[config.mk]
export PLATFORM = sky130hd
export DESIGN_NAME = pidfd_div
export DESIGN_NICKNAME = d
export VERILOG_FILES = /design/src/rtl/core/pidfd_pkg.sv /design/src/rtl/core/pidfd_div.sv
export SDC_FILE = /design/constraint.sdc
export NUM_CORES = 1
export LEC_CHECK = 0
export BUFFER_PORTS_ARGS = -buffer_cell sky130_fd_sc_hd__clkbuf_2
export CAP_MARGIN = 5
export CORE_MARGIN = 2
export CORE_UTILIZATION = 35
export DETAILED_ROUTE_END_ITERATION = 8
export GPL_TIMING_DRIVEN = 0
export PLACE_DENSITY = 0.58
export SLEW_MARGIN = 20
export SYNTH_ARGS = -nofsm -noshare
export SYNTH_HDL_FRONTEND = slang
export SYNTH_SLANG_ARGS = --single-unit
[constraint.sdc]
create_clock -name i_clk -period 3.49 [get_ports i_clk]
set_input_delay 0.698 -clock i_clk [delete_from_list [all_inputs] [get_ports i_clk]]
set_output_delay 0.698 -clock i_clk [all_outputs]
set_load 0.01 [all_outputs]
[src/rtl/core/pidfd_pkg.sv]
package pidfd_pkg;

    localparam int unsigned WORD_W = 32;
    localparam int unsigned WIDE_W = 33;
    localparam int unsigned PROD_W = 66;
    localparam int unsigned CFG_IDX_W = 3;
    localparam logic signed [WORD_W-1:0] ONE_Q = 32'sh0001_0000;

    localparam logic [CFG_IDX_W-1:0] CFG_GAIN_P       = 3'd0;
    localparam logic [CFG_IDX_W-1:0] CFG_GAIN_I       = 3'd1;
    localparam logic [CFG_IDX_W-1:0] CFG_GAIN_D       = 3'd2;
    localparam logic [CFG_IDX_W-1:0] CFG_FILTER_RATIO = 3'd3;
    localparam logic [CFG_IDX_W-1:0] CFG_DRIVE_BIAS   = 3'd4;
    localparam logic [CFG_IDX_W-1:0] CFG_HEAT_MODE    = 3'd5;
    localparam logic [CFG_IDX_W-1:0] CFG_TEMP_CEILING = 3'd6;
    localparam logic [CFG_IDX_W-1:0] CFG_TEMP_FLOOR   = 3'd7;

    typedef enum logic [3:0] {
        ST_IDLE,
        ST_P_ERR,
        ST_KIKP,
        ST_KPKD,
        ST_KIH,
        ST_KIH_DONE,
        ST_IK_MUL,
        ST_IK,
        ST_GAMMA_WAIT,
        ST_GH,
        ST_T1_DIV,
        ST_T1_WAIT,
        ST_T2_DIV,
        ST_T2_WAIT,
        ST_SUM
    } t_state;

    function automatic logic signed [WORD_W-1:0] sat32(input logic signed [PROD_W-1:0] v);
        logic signed [PROD_W-1:0] hi;
        logic signed [PROD_W-1:0] lo;
        logic signed [WORD_W-1:0] r;
        hi = 66'sh0_7FFF_FFFF;
        lo = -66'sh0_8000_0000;
        if (v > hi) begin
            r = 32'sh7FFF_FFFF;
        end else if (v < lo) begin
            r = 32'sh8000_0000;
        end else begin
            r = v[WORD_W-1:0];
        end
        return r;
    endfunction

endpackage

[src/rtl/core/pidfd_div.sv]
module pidfd_div
    import pidfd_pkg::*;
(
    input  logic                     i_clk,
    input  logic                     i_rst_n,
    input  logic                     i_start,
    input  logic signed [PROD_W-1:0] i_dividend,
    input  logic signed [WIDE_W-1:0] i_divisor,
    output logic                     o_done,
    output logic signed [WORD_W-1:0] o_quotient
);

    localparam logic [6:0] STEPS = 7'(PROD_W);

    logic               r_busy;
    logic               r_done;
    logic [6:0]         r_cnt;
    logic               r_neg;
    logic [PROD_W-1:0]  r_quo;
    logic [WIDE_W-1:0]  r_dvs;
    logic [WIDE_W:0]    r_rem;
    logic [WIDE_W:0]    rem_sh;
    logic               ge;

    assign rem_sh = {r_rem[WIDE_W-1:0], r_quo[PROD_W-1]};
    assign ge     = rem_sh >= {1'b0, r_dvs};

    always_ff @(posedge i_clk) begin
        if (!i_rst_n) begin
            r_busy <= 1'b0;
            r_done <= 1'b0;
            r_cnt  <= '0;
        end else begin
            r_done <= 1'b0;
            if (i_start) begin
                r_busy <= 1'b1;
                r_cnt  <= STEPS;
            end else if (r_busy) begin
                r_cnt <= r_cnt - 7'd1;
                if (r_cnt == 7'd1) begin
                    r_busy <= 1'b0;
                    r_done <= 1'b1;
                end
            end
        end
    end

    // Restoring division on magnitudes, one quotient bit per cycle.
    always_ff @(posedge i_clk) begin
        if (i_start) begin
            r_neg <= i_dividend[PROD_W-1] ^ i_divisor[WIDE_W-1];
            r_quo <= i_dividend[PROD_W-1] ? PROD_W'(-i_dividend) : PROD_W'(i_dividend);
            r_dvs <= i_divisor[WIDE_W-1] ? WIDE_W'(-i_divisor) : WIDE_W'(i_divisor);
            r_rem <= '0;
        end else if (r_busy) begin
            r_rem <= ge ? (rem_sh - {1'b0, r_dvs}) : rem_sh;
            r_quo <= {r_quo[PROD_W-2:0], ge};
        end
    end

    always_comb begin
        if (!r_neg) begin
            if (r_quo > PROD_W'(32'h7FFF_FFFF)) begin
                o_quotient = 32'sh7FFF_FFFF;
            end else begin
                o_quotient = r_quo[WORD_W-1:0];
            end
        end else begin
            if (r_quo > PROD_W'(33'h1_0000_0000 >> 1)) begin
                o_quotient = 32'sh8000_0000;
            end else begin
                o_quotient = -r_quo[WORD_W-1:0];
            end
        end
    end

    assign o_done = r_done;

endmodule

==> results.json, run 1 <==
{
  "arrival_ps": 3130,
  "firstDrtPassIters": 6,
  "hp-class": "in2reg",
  "required_ps": 2790,
  "wl_per_cell_um": 17.2,
  "timing_hold_violations_final": 0,
  "path_class": "reg2out",
  "drive_gt1_frac": 0.208,
  "syn-num-nets": 1389,
  "finalSetupViolations": 31,
  "gp_congestion": 0.897,
  "cts_tree": "done",
  "ys_seq_elements": 142,
  "met1_usage": 0.273,
  "die_y_um": 178,
  "grt_start_max_net_pins": 60,
  "syn_inst": 1248,
  "final_core_util": 0.451,
  "cts_hold_buf": 0,
  "comb_power_share": 0.259,
  "ctsLongestPathBuffers": 2,
  "r2r_start": "r_quo[65]",
  "yosysWarningCount": 0,
  "fin_ws_ps": -336,
  "r2r-end": "r_rem[28]",
  "maxCapViolations": 0,
  "leakagePower_uw": 0.00518,
  "vias": 10100,
  "ff2ff_setup_slack_ps": 180,
  "ant_nets": 0,
  "port_buffers": 133,
  "grtUsageMet3": 0.0274,
  "htree_levels": 4,
  "place_ws_ps": -909,
  "hold_path_depth": 1,
  "post-place-cells": 1772,
  "rsz0062_at_grt": "yes",
  "p_seq_frac": 0.388,
  "syn-cell-area_um2": 10600,
  "finClkSkew_ps": 7.68,
  "die_w_um": 178,
  "seq_area_um2": 3840,
  "clock.fmax_ghz": 0.261,
  "multiInputGateArea_um2": 6840,
  "final_cells": 1835,
  "area_delta_synth_final_pct": 26.6,
  "start_util": 0.356,
  "p_per_area_nw_per_um2": 416,
  "synth_cell_types": 70,
  "final.min_clock_period_ps": 3830,
  "status": "finished with violations",
  "io_pins": 135,
  "switching_share": 0.315,
  "grt_pass1_vias": 9609,
  "clock-sinks": 142,
  "p_int_uw": 3810,
  "avgViaCountPerCell": 5.48,
  "grt_pass1_wl_um": 49700,
  "ys_seq_area_frac": 0.363,
  "drtIter0Drc": 774,
  "top_usage_layer": "met2",
  "core-area_um2": 29700,
  "period_share": 1.10,
  "crit_fanout": 7,
  "dominantRegCellSynth": "edfxtp_1",
  "dpl.hpwl_um": 23700,
  "clkTransAtPathRegs_ps": 60,
  "reg2regPathDepth": 14,
  "antenna_found_initial": 0,
  "cts_root_buf": "clkbuf_16",
  "end_kind": "output pin",
  "synth-async-reset-ratio": 0,
  "grt.total_usage": 0.197,
  "wirelength_um": 31600,
  "grt_use_met2": 0.320,
  "dieArea_um2": 31700,
  "synth_edf_count": 100,
  "power.switching_uw": 1760,
  "holdPathEnd": "r_dvs[0]",
  "cts_buffers": 17,
  "violations": "negative setup slack",
  "drc": 0,
  "worst_slew_pin_slew_ps": 925,
  "grt-ovfl-total": 0,
  "insertion_delay_ps": 420,
  "n_fill_cell": 2910,
  "power_uw": 5570,
  "relSlewSlack": 0.381,
  "placedInstanceArea_um2": 11800,
  "final_max_slew_viol_count": 0,
  "worstHoldStart": "i_divisor[0]",
  "start_kind": "flip-flop",
  "vdd_drop_max_mv": 0.248,
  "clkPwrFrac": 0.353,
  "syn_avg_cell_area_um2": 8.48,
  "fin_nets": 1572,
  "rows": 63,
  "fin_area_um2": 13400
}
## cells in the mapped netlist (all sizes together), types with 10 or more instances
cell,instances,area (µm²)
o21a,10,75.1
o311ai,23,201
or4,22,184
o21ai,71,355
a21oi,128,641
clkbuf,60,225
nor3,39,200
xor2,81,709
nand2,100,380
inv,58,218
ha,38,475
or3,19,124
o41ai,13,136
mux2i,12,120
nor4,14,93.8
nor2,146,551
a211oi,29,218
a21o,23,173
o31ai,33,273
edfxtp,100,3000
dfxtp,42,841
nand2b,14,87.6
nand4,10,62.6
nand3,21,105
xnor2,46,403
## routing by layer
metal | wire [µm] | part of all wire
met1 | 14800 | 0.47
met3 | 1780 | 0.056
met2 | 14600 | 0.46
met4 | 466 | 0.015
met5 | 0 | 0
## power by group through the flow
stage / logic [µW] / registers, µW / clock network [µW]
3_5_place_dp: 1280 / 2180 / 0
4_1_cts: 1370 / 2150 / 2010
6_report: 1440 / 2160 / 1970
5_1_grt: 1610 / 2180 / 2060
3_3_place_gp: 1260 / 2180 / 0
2_1_floorplan: 886 / 2120 / 0
## sequential cells by signal, indices dropped and copies added (netlist names)
register,cells
r_neg,1
r_quo,66
r_busy,1
o_done,1
r_rem,33
r_dvs,33
r_cnt,7
## per-stage QoR
step	hold WS, ps	TNS, ps
CTS	478	-12460
finish	494	-8100
global placement	483	-122770
global route	488	-12370
floorplan	443	-907
detailed placement	492	-44580
## cells in the final DEF (no fill, tap or decap), types with 6 or more instances in the layout
cell / count
nand4_1: 10
nor2_1: 144
buf_4: 28
xor2_1: 81
o21a_1: 10
nor3_1: 31
o41ai_1: 9
buf_2: 26
or3_1: 16
o31ai_1: 27
o21ai_1: 6
xnor2_1: 46
or4_1: 16
clkbuf_1: 49
dfxtp_1: 42
o21ai_0: 63
or4_4: 6
a31oi_1: 9
nor3_2: 8
o311ai_2: 6
inv_1: 57
a21oi_1: 124
nand4b_1: 6
and3_1: 9
nand2b_1: 14
a211oi_1: 27
nand2_1: 94
ha_1: 37
nor4_1: 8
a21o_1: 22
clkbuf_2: 107
o311ai_4: 15
clkbuf_16: 20
nand3_1: 21
edfxtp_1: 100
mux2i_1: 12
buf_6: 8
## repair_timing
item | in CTS | in global routing
cloned | 3 | 0
endpoints found under the setup margin | 65 | 64
pin swaps | 9 | 18
setup buffers | 16 | 15
hold endpoints to repair | 0 | 0
gates resized for setup | 101 | 73
## critical path: stages, from the launching register on
cell	delay (ps)
edfxtp_1	450
nor3_2	270
buf_4	140
nand4b_1	100
buf_4	170
nor4_4	280
nand2_1	120
o21ai_2	170
and2_4	250
nand2_8	110
clkbuf_16	230
o311ai_4	250
buf_2	170
## logic make-up after synthesis
kind of cell,after synthesis,share of synthesized area
buffers and inverters,126,0.0456
AOI/OAI and AO/OA,373,0.228
xor gates and xnor gates,127,0.105
and+or+nand+nor,428,0.199
muxes,13,0.0124
DFF,142,0.363
adders and majority gates,39,0.0468
## final cells by class
| type | count | area share |
|---|---|---|
| Timing Repair Buffer | 168 | 0.0740 |
| Inverter | 59 | 0.0167 |
| Clock inverter | 15 | 0.0157 |
| Tap cell | 390 | 0.0364 |
| Antenna cell | 1 | 0.000187 |
| Multi-Input combinational cell | 980 | 0.511 |
| Sequential cell | 142 | 0.287 |
| Clock buffer | 17 | 0.0317 |
| Buffer | 63 | 0.0275 |
## worst max-delay path by stage
stage	from	slack, ps	end
after floorplan	r_quo[20]	-70	o_quotient[17]
final	r_quo[2]	-340	o_quotient[19]
after detailed placement	r_quo[65]	-910	o_quotient[5]
after CTS	r_quo[20]	-480	o_quotient[10]
after global placement	i_start	-1200	r_quo[45]
after global routing	r_quo[2]	-470	o_quotient[8]
No activity file was read; power rests on OpenSTA's default activity.
==> run 2, diff against run 1 <==
REMOVE_ABC_BUFFERS = 1   (was default)
==> run 2 against run 1 <==
The flow still finishes with violations (negative setup slack); sequential power hardly changed; register-to-register slack worse by 20 ps; critical endpoint is now o_quotient[11]; largest cell class unchanged; clock power hardly changed; routed wire length is 7.9% lower; final cell count is 3.8% lower; power is 1.5% lower; clock-buffer cell count is 3 higher; final area is 3.9% lower; non-clock buffer count is 71 lower; combinational power is 7% lower; core utilization is 1.8 points lower; critical path depth is 3 lower.
==> results.json, run 2 (synthesis results as in run 1) <==
{
  "avgViaCountPerCell": 5.45,
  "final.min_clock_period_ps": 3840,
  "clkPwrFrac": 0.362,
  "firstDrtPassIters": 5,
  "antenna_found_initial": 0,
  "fin_nets": 1504,
  "grtUsageMet3": 0.0319,
  "setup_tns_ps": -8770,
  "regMostFlops": "r_quo",
  "top_usage_layer": "met2",
  "cts_buffers": 17,
  "drtIter0Drc": 602,
  "core-area_um2": 29700,
  "port_buffers": 134,
  "power.switching_uw": 1700,
  "htree_levels": 4,
  "finalSetupViolations": 31,
  "final_cell_mix": "nor2_1 (144), a21oi_1 (123), clkbuf_2 (118)",
  "final_cells": 1766,
  "fin_ws_ps": -347,
  "end_kind": "output pin",
  "ant_nets": 0,
  "cts_tree": "done",
  "period_share": 1.10,
  "dieArea_um2": 31700,
  "path_class": "reg2out",
  "clkTransAtPathRegs_ps": 70,
  "switching_share": 0.310,
  "dpl.hpwl_um": 20600,
  "hp-class": "reg2reg",
  "crit_fanout": 12,
  "grt_use_met2": 0.315,
  "p_int_uw": 3790,
  "start_kind": "flip-flop",
  "hold_path_depth": 2,
  "grt.total_usage": 0.181,
  "grt_pass1_wl_um": 46000,
  "violations": "negative setup slack",
  "final_max_slew_viol_count": 0,
  "rsz0062_at_grt": "yes",
  "comb_power_share": 0.243,
  "gp_congestion": 0.855,
  "rows": 63,
  "grt_start_max_net_pins": 126,
  "p_seq_frac": 0.394,
  "arrival_ps": 3140,
  "status": "finished with violations",
  "wirelength_um": 29100,
  "start_util": 0.356,
  "final_core_util": 0.433,
  "antenna_cells": 0,
  "insertion_delay_ps": 430,
  "clock.fmax_ghz": 0.261,
  "grt_pass1_vias": 9019,
  "die_y_um": 178,
  "drive_gt1_frac": 0.206,
  "vias": 9618,
  "die_w_um": 178,
  "finClkSkew_ps": 9.66,
  "area_delta_synth_final_pct": 21.6,
  "maxCapViolations": 0,
  "ctsLongestPathBuffers": 2,
  "post-place-cells": 1709,
  "cts_root_buf": "clkbuf_16",
  "largest_register_ffs": 66,
  "final_common_cell": "nor2_1",
  "drc": 0,
  "relSlewSlack": 0.365,
  "grt-ovfl-total": 0,
  "timing_hold_violations_final": 0,
  "vdd_drop_max_mv": 0.294,
  "worst_slew_pin_slew_ps": 950,
  "clock-sinks": 142,
  "reg_top3": "r_quo x66, r_dvs x33, r_rem x33",
  "wl_per_cell_um": 16.5,
  "met1_usage": 0.233,
  "p_per_area_nw_per_um2": 426,
  "io_pins": 135,
  "required_ps": 2790,
  "reg2regPathDepth": 13,
  "leakagePower_uw": 0.00497
}
[run 2: cell count changes in the layout (fill, tap and decap cells not counted), moves of 4 or more]
cell	delta
buf_2	-12
buf_8	-4
buf_4	-10
o311ai_4	-13
nor3_2	-5
or3_1	-4
buf_6	-4
o311ai_2	+5
or3_4	+4
clkbuf_2	+11
o311ai_1	+8
clkbuf_1	-47
[run 2: critical path, cell delays in order, from the launching register on]
cell and delay (ps):
edfxtp_1 400, or3_4 410, or4_4 430, nor4_4 200, nand2_1 120, o21ai_2 160
and2_4 240, nand2_4 170, o311ai_2 380, clkbuf_2 190
[run 2: worst paths after layout]
path	startpoint	to	slack (ps)
hold reg to reg	r_rem[30]	r_rem[30]	490
hold / removal	r_rem[30]	r_rem[30]	490
setup / recovery	r_quo[18]	o_quotient[11]	-350
setup reg to reg	r_quo[65]	r_rem[14]	160
[run 2: layer usage]
metal / wire length [µm] / share of wire
met4: 372 / 0.013
met3: 1260 / 0.043
met1: 12900 / 0.44
met5: 0 / 0
met2: 14600 / 0.50
[run 2: power by group through the flow]
stage          logic, µW  registers (µW)  clock network, µW
2_1_floorplan        815            2140                  0
3_3_place_gp        1200            2190                  0
3_5_place_dp        1230            2180                  0
4_1_cts             1290            2150               2020
5_1_grt             1490            2190               2090
6_report            1340            2160               1990
[run 2: what timing repair did]
action                     in CTS  in global routing
cloned                          1                  2
pin swaps                      10                 18
setup buffers                  16                  6
hold buffers                    0                  0
setup endpoints to repair      69                 66
gates resized for setup        64                 54
[run 2: layout make-up]
type | count | area [µm²]
Clock buffer | 20 | 447
Clock inverter | 12 | 185
Fill cell | 2963 | 16800
Inverter | 59 | 228
Multi-Input combinational cell | 983 | 6710
Sequential cell | 142 | 3840
Tap cell | 390 | 488
Timing Repair Buffer | 160 | 972
[run 2: through the flow]
stage	hold WS, ps	instance area, µm²	setup WS (ps)	power (µW)
detailed placement	479	11600	-1500	3410
floorplan	443	10300	-750	2960
CTS	478	12600	-455	5470
global placement	470	11500	-3750	3390
global route	484	12900	-442	5760
finish	489	12900	-347	5490
==> run 3, diff against run 2 <==
PLACE_DENSITY = 0.56   (was 0.58)
REMOVE_ABC_BUFFERS = default   (was 1)
clock period = 4.5 ns   (was 3.49 ns; I/O delays follow)
==> run 3 against run 2 <==
The run now ends clean; critical path depth unchanged; core utilization is 1.3 points lower; die area did not move; non-clock buffer count is 48 higher.
==> results.json, run 3 (synthesis results as in run 1) <==
{
  "grt_pass1_wl_um": 48400,
  "wl_per_cell_um": 17.0,
  "vdd_drop_max_mv": 0.205,
  "leakagePower_uw": 0.00488,
  "insertion_delay_ps": 430,
  "setup_tns_ps": 0,
  "avgViaCountPerCell": 5.46,
  "final_cell_mix": "nor2_1 (145), clkbuf_2 (135), a21oi_1 (128)",
  "wirelength_um": 30800,
  "gp_congestion": 0.902,
  "final_max_slew_viol_count": 0,
  "final_cells": 1811,
  "drive_gt1_frac": 0.157,
  "largest_register_ffs": 66,
  "dieArea_um2": 31700,
  "timing_hold_violations_final": 0,
  "p_int_uw": 2730,
  "maxCapViolations": 0,
  "area_delta_synth_final_pct": 18.0,
  "clkTransAtPathRegs_ps": 60,
  "rows": 63,
  "start_kind": "flip-flop",
  "p_per_area_nw_per_um2": 322,
  "arrival_ps": 3390,
  "antenna_found_initial": 1,
  "cts_tree": "done",
  "power.switching_uw": 1290,
  "status": "finished, final reports clean",
  "reg_top3": "r_quo x66, r_dvs x33, r_rem x33",
  "core-area_um2": 29700,
  "die_w_um": 178,
  "io_pins": 135,
  "ant_nets": 0,
  "grt-ovfl-total": 0,
  "switching_share": 0.321,
  "drtIter0Drc": 644,
  "regMostFlops": "r_quo",
  "required_ps": 3600,
  "die_y_um": 178,
  "vias": 9888,
  "antenna_cells": 0,
  "crit_fanout": 10,
  "path_class": "reg2out",
  "start_util": 0.356,
  "comb_power_share": 0.253,
  "hp-class": "reg2reg",
  "cts_buffers": 17,
  "post-place-cells": 1772,
  "rsz0062_at_grt": "no",
  "clock-sinks": 142,
  "grt.total_usage": 0.194,
  "final.min_clock_period_ps": 4290,
  "end_kind": "output pin",
  "dpl.hpwl_um": 24100,
  "firstDrtPassIters": 5,
  "cts_root_buf": "clkbuf_16",
  "htree_levels": 4,
  "grt_start_max_net_pins": 59,
  "clock.fmax_ghz": 0.233,
  "port_buffers": 133,
  "final_common_cell": "nor2_1",
  "clkPwrFrac": 0.333,
  "finalSetupViolations": 0,
  "p_seq_frac": 0.414,
  "period_share": 0.954,
  "finClkSkew_ps": 10.1,
  "fin_nets": 1549,
  "relSlewSlack": 0.377,
  "worst_slew_pin_slew_ps": 930,
  "ctsLongestPathBuffers": 2,
  "drc": 0,
  "grt_pass1_vias": 9206
}
==> run 3: cell count changes in the layout (fill, tap and decap cells not counted), moves of 6 or more <==
cell / previous run / this run
clkbuf_2: 118 / 135
or3_4: 7 / 1
buf_4: 18 / 8
clkbuf_1: 2 / 58
buf_2: 14 / 2
or3_1: 12 / 18
==> run 3: repair_timing <==
item,CTS,global route
gates cloned,0,0
pin swaps,2,1
resized for setup,19,28
setup endpoints to repair,32,26
hold endpoints to repair,0,0
setup buffers,4,3
hold buffers,0,0
==> run 3: metal layers <==
metal	vias to the layer above	global-route usage	part of all wire
met5	-	0	0
met4	0	0.0594	0.016
met3	37	0.0268	0.060
met2	330	0.305	0.45
met1	4594	0.275	0.47
li1	4927	-	-
==> run 3: final timing paths <==
kind / from / to / slack [ps] / cells past startpoint
max: r_quo[65] / o_quotient[13] / 210 / 9
min: r_rem[21] / r_rem[21] / 500 / 2
max reg2reg: r_quo[65] / r_rem[21] / 370 / 13
min reg2reg: r_rem[21] / r_rem[21] / 500 / 2
==> run 3: area by class of cell <==
| class | count | area (µm²) |
|---|---|---|
| fill | 2970 | 17200 |
| multi-input combinational | 980 | 6350 |
| sequential | 142 | 3840 |
| timing repair buffer | 141 | 746 |
| tap | 390 | 488 |
| clock buffer | 20 | 479 |
| buffer | 67 | 287 |
| inverter | 59 | 224 |
| clock inverter | 12 | 80.1 |
==> run 3: per-stage QoR <==
step	power [µW]	hold slack [ps]	area (µm²)	setup WS, ps	util
floorplan	2330	443	10600	640	-
global placement	2660	490	11700	-342	0.395
detailed placement	2670	495	11800	-114	0.396
CTS	4030	501	12400	5.40	0.417
global route	4230	523	12500	23.9	0.420
finish	4020	502	12500	206	0.420
==> run 3: worst max-delay path: stages (launching register included) <==
cell and delay, ps:
edfxtp_1 470, nor4_1 400, and4_1 320, nand4_1 180, nor4_4 410, nor2b_2 390
or2_2 210, clkbuf_2 260, o311ai_0 170, clkbuf_2 160
==> run 3: power groups by stage <==
stage	Clock (µW)	Combinational (µW)	Sequential, µW
finish	1340	1020	1670
detailed placement	0	988	1690
floorplan	0	680	1650
CTS	1360	1000	1660
global placement	0	974	1690
global route	1410	1130	1680
